==> config.mk <==
export PLATFORM = sky130hd
export DESIGN_NAME = programmable_crc_name_hash_match_core
export DESIGN_NICKNAME = d
export VERILOG_FILES = /design/src/hw/rtl/pch_pkg.sv /design/src/hw/rtl/pch_absorb.sv /design/src/hw/rtl/pch_out_reg.sv /design/src/hw/rtl/programmable_crc_name_hash_match_core.sv
export SDC_FILE = /design/constraint.sdc
export NUM_CORES = 1
export LEC_CHECK = 0
export BUFFER_PORTS_ARGS = -buffer_cell sky130_fd_sc_hd__clkbuf_2
export CELL_PAD_IN_SITES_DETAIL_PLACEMENT = 0
export CELL_PAD_IN_SITES_GLOBAL_PLACEMENT = 1
export CORE_MARGIN = 4
export CORE_UTILIZATION = 30
export DETAILED_ROUTE_END_ITERATION = 8
export GPL_ROUTABILITY_DRIVEN = 0
export MAX_ROUTING_LAYER = met4
export PLACE_DENSITY_LB_ADDON = 0.05
export SYNTH_ARGS = -nofsm -noshare
export SYNTH_HDL_FRONTEND = slang
export SYNTH_HIERARCHICAL = 1
export SYNTH_SLANG_ARGS = --single-unit
==> constraint.sdc <==
create_clock -name clk_i -period 11.5 [get_ports clk_i]
set_input_delay 1.725 -clock clk_i [delete_from_list [all_inputs] [get_ports clk_i]]
set_output_delay 1.725 -clock clk_i [all_outputs]
set_load 0.01 [all_outputs]
==> src/hw/rtl/pch_pkg.sv <==
// Shared types and constants for the programmable CRC name hash match block.
// No dependencies; imported by every module of the block.
package pch_pkg;

  localparam int unsigned HashW = 32;
  localparam int unsigned ByteW = 8;
  localparam int unsigned PosW = 2;
  localparam int unsigned CfgIdxW = 2;
  localparam int unsigned StepsPerByte = 8;

  localparam logic [HashW-1:0] HashInit = 32'hFFFF_FFFF;

  localparam logic [PosW-1:0] PosFirst = 2'd0;
  localparam logic [PosW-1:0] PosSecond = 2'd1;
  localparam logic [PosW-1:0] PosThird = 2'd2;
  localparam logic [PosW-1:0] PosBeyond = 2'd3;

  localparam logic [CfgIdxW-1:0] CfgPolynomial = 2'd0;
  localparam logic [CfgIdxW-1:0] CfgTargetHash = 2'd1;
  localparam logic [CfgIdxW-1:0] CfgExpectSecond = 2'd2;
  localparam logic [CfgIdxW-1:0] CfgExpectThird = 2'd3;

  typedef struct packed {
    logic [HashW-1:0] hash_value;
    logic is_match;
  } result_t;

endpackage

==> src/hw/rtl/pch_absorb.sv <==
// Byte absorb unit: signed-char fold plus eight reflected shift-and-XOR steps.
// Depends on pch_pkg.
module pch_absorb (
  input  logic [pch_pkg::HashW-1:0] hash_i,
  input  logic [pch_pkg::ByteW-1:0] byte_i,
  input  logic [pch_pkg::HashW-1:0] poly_i,
  output logic [pch_pkg::HashW-1:0] hash_o
);
  import pch_pkg::*;

  logic [HashW-ByteW-1:0] upper;
  logic [HashW-1:0] mixed;

  // a byte with its top bit set takes one from the upper bits
  assign upper = hash_i[HashW-1:ByteW] - {{(HashW-ByteW-1){1'b0}}, byte_i[ByteW-1]};

  always_comb begin
    mixed = {upper, hash_i[ByteW-1:0] ^ byte_i};
    for (int unsigned k = 0; k < StepsPerByte; k++) begin
      if (mixed[0]) begin
        mixed = (mixed >> 1) ^ poly_i;
      end else begin
        mixed = mixed >> 1;
      end
    end
  end

  assign hash_o = mixed;

endmodule

==> src/hw/rtl/pch_out_reg.sv <==
// Result register with valid/ready towards the consumer.
// Depends on pch_pkg.
module pch_out_reg (
  input  logic                       clk_i,
  input  logic                       rst_ni,
  input  logic                       load_i,
  input  pch_pkg::result_t           res_i,
  output logic                       can_load_o,
  output logic                       out_valid_o,
  input  logic                       out_ready_i,
  output logic [pch_pkg::HashW-1:0]  hash_value_o,
  output logic                       is_match_o
);
  import pch_pkg::*;

  logic valid_q, valid_d;
  result_t res_q;

  assign can_load_o = !valid_q || out_ready_i;

  always_comb begin
    valid_d = valid_q;
    if (load_i) begin
      valid_d = 1'b1;
    end else if (out_ready_i) begin
      valid_d = 1'b0;
    end
  end

  always_ff @(posedge clk_i or negedge rst_ni) begin
    if (!rst_ni) begin
      valid_q <= 1'b0;
    end else begin
      valid_q <= valid_d;
    end
  end

  always_ff @(posedge clk_i) begin
    if (load_i) begin
      res_q <= res_i;
    end
  end

  assign out_valid_o = valid_q;
  assign hash_value_o = res_q.hash_value;
  assign is_match_o = res_q.is_match;

endmodule

==> src/hw/rtl/programmable_crc_name_hash_match_core.sv <==
// The last word passes the input register, then the result register, before its result is valid.
// Throughput: one name byte per cycle unless a last word stalls (below); set by the eight-step absorb path.
// A result register decouples the output: other words flow while a result waits; a last word
// stalls only while the result register is full and out_ready_i is low.
// Reset: configuration registers clear to zero, running hash to all ones, prefix state to zero.
// Depends on pch_pkg, pch_absorb and pch_out_reg.
module programmable_crc_name_hash_match_core (
  input  logic                         clk_i,
  input  logic                         rst_ni,
  input  logic                         cfg_we_i,
  input  logic [pch_pkg::CfgIdxW-1:0]  cfg_idx_i,
  input  logic [pch_pkg::HashW-1:0]    cfg_wdata_i,
  input  logic                         in_valid_i,
  output logic                         in_ready_o,
  input  logic [pch_pkg::ByteW-1:0]    name_byte_i,
  input  logic                         is_last_i,
  output logic                         out_valid_o,
  input  logic                         out_ready_i,
  output logic [pch_pkg::HashW-1:0]    hash_value_o,
  output logic                         is_match_o
);
  import pch_pkg::*;

  logic [HashW-1:0] poly_q, target_q;
  logic [ByteW-1:0] exp_second_q, exp_third_q;

  logic in_vld_q;
  logic [ByteW-1:0] in_byte_q;
  logic in_last_q;

  logic [HashW-1:0] hash_q, hash_d;
  logic [PosW-1:0] pos_q, pos_d;
  logic second_ok_q, second_ok_d;
  logic third_ok_q, third_ok_d;

  logic [HashW-1:0] hash_next;
  logic [PosW-1:0] pos_next;
  logic second_next, third_next, second_fin, third_fin;
  logic advance, can_load, load;
  result_t res;

  always_ff @(posedge clk_i or negedge rst_ni) begin
    if (!rst_ni) begin
      poly_q <= '0;
      target_q <= '0;
      exp_second_q <= '0;
      exp_third_q <= '0;
    end else if (cfg_we_i) begin
      case (cfg_idx_i)
        CfgPolynomial:   poly_q <= cfg_wdata_i;
        CfgTargetHash:   target_q <= cfg_wdata_i;
        CfgExpectSecond: exp_second_q <= cfg_wdata_i[ByteW-1:0];
        CfgExpectThird:  exp_third_q <= cfg_wdata_i[ByteW-1:0];
        default: ;
      endcase
    end
  end

  assign advance = in_vld_q && (!in_last_q || can_load);
  assign in_ready_o = !in_vld_q || advance;
  assign load = advance && in_last_q;

  always_ff @(posedge clk_i or negedge rst_ni) begin
    if (!rst_ni) begin
      in_vld_q <= 1'b0;
    end else if (in_ready_o) begin
      in_vld_q <= in_valid_i;
    end
  end

  always_ff @(posedge clk_i) begin
    if (in_ready_o && in_valid_i) begin
      in_byte_q <= name_byte_i;
      in_last_q <= is_last_i;
    end
  end

  pch_absorb u_absorb (
    .hash_i (hash_q),
    .byte_i (in_byte_q),
    .poly_i (poly_q),
    .hash_o (hash_next)
  );

  always_comb begin
    pos_next = (pos_q == PosBeyond) ? pos_q : pos_q + PosW'(1);
    second_next = (pos_q == PosSecond) ? (in_byte_q == exp_second_q) : second_ok_q;
    third_next = (pos_q == PosThird) ? (in_byte_q == exp_third_q) : third_ok_q;
    // positions never reached read as zero
    second_fin = (pos_next == PosFirst || pos_next == PosSecond) ?
                 (exp_second_q == '0) : second_next;
    third_fin = (pos_next != PosBeyond) ? (exp_third_q == '0) : third_next;
    res.hash_value = hash_next;
    res.is_match = second_fin && third_fin && (hash_next == target_q);
  end

  always_comb begin
    hash_d = hash_q;
    pos_d = pos_q;
    second_ok_d = second_ok_q;
    third_ok_d = third_ok_q;
    if (advance) begin
      if (in_last_q) begin
        hash_d = HashInit;
        pos_d = PosFirst;
        second_ok_d = 1'b0;
        third_ok_d = 1'b0;
      end else begin
        hash_d = hash_next;
        pos_d = pos_next;
        second_ok_d = second_next;
        third_ok_d = third_next;
      end
    end
  end

  always_ff @(posedge clk_i or negedge rst_ni) begin
    if (!rst_ni) begin
      hash_q <= HashInit;
      pos_q <= PosFirst;
      second_ok_q <= 1'b0;
      third_ok_q <= 1'b0;
    end else begin
      hash_q <= hash_d;
      pos_q <= pos_d;
      second_ok_q <= second_ok_d;
      third_ok_q <= third_ok_d;
    end
  end

  pch_out_reg u_out_reg (
    .clk_i        (clk_i),
    .rst_ni       (rst_ni),
    .load_i       (load),
    .res_i        (res),
    .can_load_o   (can_load),
    .out_valid_o  (out_valid_o),
    .out_ready_i  (out_ready_i),
    .hash_value_o (hash_value_o),
    .is_match_o   (is_match_o)
  );

  a_restart_after_last: assert property (@(posedge clk_i) disable iff (!rst_ni)
    load |=> (hash_q == HashInit) && (pos_q == PosFirst))
    else $error("name state not restarted after last word");

  a_no_result_mid_name: assert property (@(posedge clk_i) disable iff (!rst_ni)
    (advance && !in_last_q && !out_valid_o) |=> !out_valid_o)
    else $error("result raised by a word without the last mark");

  a_pos_saturates: assert property (@(posedge clk_i) disable iff (!rst_ni)
    (advance && !in_last_q && pos_q == PosBeyond) |=> (pos_q == PosBeyond))
    else $error("character position wrapped");

  a_stall_holds_word: assert property (@(posedge clk_i) disable iff (!rst_ni)
    !in_ready_o |-> (in_vld_q && in_last_q && out_valid_o && !out_ready_i))
    else $error("input stalled without a waiting result");

endmodule
==> impl_metrics.ini <==
[synthesis]
synth.avg_cell_area_um2 = 9.036
seq_area_frac_synth = 0.3220
async_flop_share = 0.7375
synth.distinct_cells = 69
synth_warnings = 6
syn_nets = 1512
ys.flop_type = dfrtp_1
syn_area_um2 = 13210
synth_edf_count = 42
synth-seq-cells = 160
netlist_instances = 1462

[timing]
max_slew_margin = 0.2987
setup_viol = 0
fin_crit_ns = 7.170
skew_ns = 0.01418
finalHoldViolCount = 0
slew_violations = 0
tns_ns = 0
rsz0062_at_grt = false
max_freq_mhz = 139.5
worstMarginPinSlew_ns = 1.052
finalCritPeriodShare = 0.6235

[clock_network]
post_cts_resized = 0
hold_buffers = 0
cts_sinks = 160
cts_buffers = 17
post_cts_buffers = 0
root_buffer = clkbuf_16
clk_pin_slew_ns = 0.07
insertion_delay_ns = 0.45
cts_max_level = 4
cts_tree = done
cts_buffer_depth = 2

[die]
die_h_um = 217.8
pin_count = 83
die_area_um2 = 47450
die_w_um = 217.8
core_area_um2 = 43270
fp-row-count = 76
start_util = 0.3053

[route]
vias_per_cell = 5.267
drt_pass1_iterations = 5
ant_nets = 0
wl_per_cell_um = 24.16
postRouteWirelength_um = 49770
drtIter0Drc = 923
vias = 10849
drc = 0

[worst_setup_path]
critPathLaunchType = flip-flop
arrival_ns = 7.49
crit_fanout = 61
critical_path_class = flip-flop to flip-flop
end_kind = flip-flop
worstPathRequired_ns = 11.82

[cells_and_area]
drive_gt1_frac = 0.2095
final_cell_mix = 240 x nand2_1, 212 x xnor2_1, 90 x nor2_1
synthToLayoutAreaGrowth_pct = 11.23
diodes = 0
mostFrequentLayoutCell = nand2_1
finalInstanceArea_um2 = 14690
fin_nets = 1512

[place]
dpl.hpwl_um = 34910
portBuffers = 82
post_dp_cell_area_um2 = 14100

[global_route]
grt_pass1_wl_um = 73650
grt.overflow.total = 0
grt_start_max_net_pins = 73
antenna_found_initial = 0
grt_pass1_vias = 10456
grt_usage = 0.2148

[hold_path]
hold_path_class = flip-flop to flip-flop

[flow_run]
drv_cap = 0

[run_status]
status = finished, final reports clean
==> cells in the mapped netlist (4+ instances only) <==
master	number	area [um^2]
mux2_2	80	900.9
a221oi_2	26	390.4
xor2_1	31	271.5
a211oi_1	12	90.09
a2111oi_0	29	254.0
a21oi_1	50	250.2
buf_1	9	33.78
nor2_1	90	337.8
inv_1	32	120.1
nand2_1	241	904.6
edfxtp_1	42	1261
a31oi_1	13	81.33
clkbuf_1	86	322.8
xnor3_1	35	788.3
a32oi_1	4	35.03
o21ai_0	61	305.3
nand4_1	16	100.1
nor4_1	11	68.82
dfrtp_1	86	2152
a2111o_1	29	326.6
buf_2	29	145.1
nor3_1	39	195.2
xnor2_2	4	65.06
and2_1	10	62.56
or4_1	4	30.03
or3_1	7	43.79
nand3_1	73	365.4
o31ai_1	4	30.03
xnor2_1	214	1874
dfstp_2	32	840.8
==> metrics by stage <==
step	util	hold slack [ns]	setup slack, ns	cells
2_1_floorplan	-	0.4420	7.173	1462
3_3_place_gp	0.3260	0.4551	4.406	2028
3_5_place_dp	0.3260	0.4685	4.376	2028
4_1_cts	0.3396	0.4844	4.340	2060
5_1_grt	0.3396	0.5096	3.969	2060
6_report	0.3396	0.4839	4.330	2060
==> sequential cells by signal, summed over array words and instances, names as in the netlist <==
register                cells
exp_third_q                 8
poly_q                     32
u_out_reg/hash_value_o     32
third_ok_q                  1
hash_q                     32
second_ok_q                 1
pos_q                       2
in_last_q                   1
in_byte_q                   8
u_out_reg/out_valid_o       1
in_vld_q                    1
target_q                   32
u_out_reg/is_match_o        1
exp_second_q                8
==> area by class of cell <==
type,instances,area (um^2)
inverters,33,123.9
well taps,585,732.0
clock inverters,15,165.2
repair buffers,112,638.1
flip-flops and latches,160,4258
clock buffers,17,425.4
multi-input cells,1138,8352
fillers,4489,28570
==> final timing paths <==
check,from,endpoint,slack [ns],cells after the start
setup reg to reg,in_byte_q[1]$_DFFE_PP_,u_out_reg/is_match_o$_DFFE_PP_,4.33,16
hold / removal,second_ok_q$_DFFE_PN0P_,second_ok_q$_DFFE_PN0P_,0.48,2
hold reg to reg,second_ok_q$_DFFE_PN0P_,second_ok_q$_DFFE_PN0P_,0.48,2
min in group asynchronous,rst_ni,exp_third_q[7]$_DFFE_PN0P_,1.34,1
max in group asynchronous,rst_ni,target_q[26]$_DFFE_PN0P_,8.78,2
setup / recovery,in_byte_q[1]$_DFFE_PP_,u_out_reg/is_match_o$_DFFE_PP_,4.33,16
==> kinds of logic (layout without fill, tap and decap cells) <==
group	after synthesis	count (layout)	synth area share
multiplexers	83	83	0.07047
buffers and inverters	164	177	0.05105
AND/OR/NAND/NOR	516	516	0.1759
XOR/XNOR	286	286	0.2295
flip-flops	160	160	0.3220
adder cells (fa/ha/maj)	2	2	0.001894
AO/OA/AOI/OAI	251	251	0.1492
==> worst max-delay path, cell delays in order (launching register included) <==
cell and delay, ns:
edfxtp_1 0.56, xnor2_1 0.84, nand2_1 0.57, o311ai_1 0.60, o41ai_4 0.19, a211oi_1 0.49
or3_2 0.20, buf_4 0.53, and2_2 0.65, buf_4 0.43, o21ai_0 0.15, and4bb_1 0.32
xor2_1 0.50, xnor2_1 0.36, nand4_1 0.18, nor4_1 0.23, o211a_1 0.18
==> per-layer routing <==
layer	up-vias	part of all wire	GRT usage	wire length [um]
met4	0	0.015	0.04677	760
met3	33	0.044	0.02801	2187
met5	-	0	-	0
li1	5152	-	-	-
met1	5360	0.51	0.3223	25460
met2	304	0.43	0.3088	21370
Power is left out: the tool's default activity adds up to more than one toggle a clock period on the data nets, which glitch-free logic cannot reach.
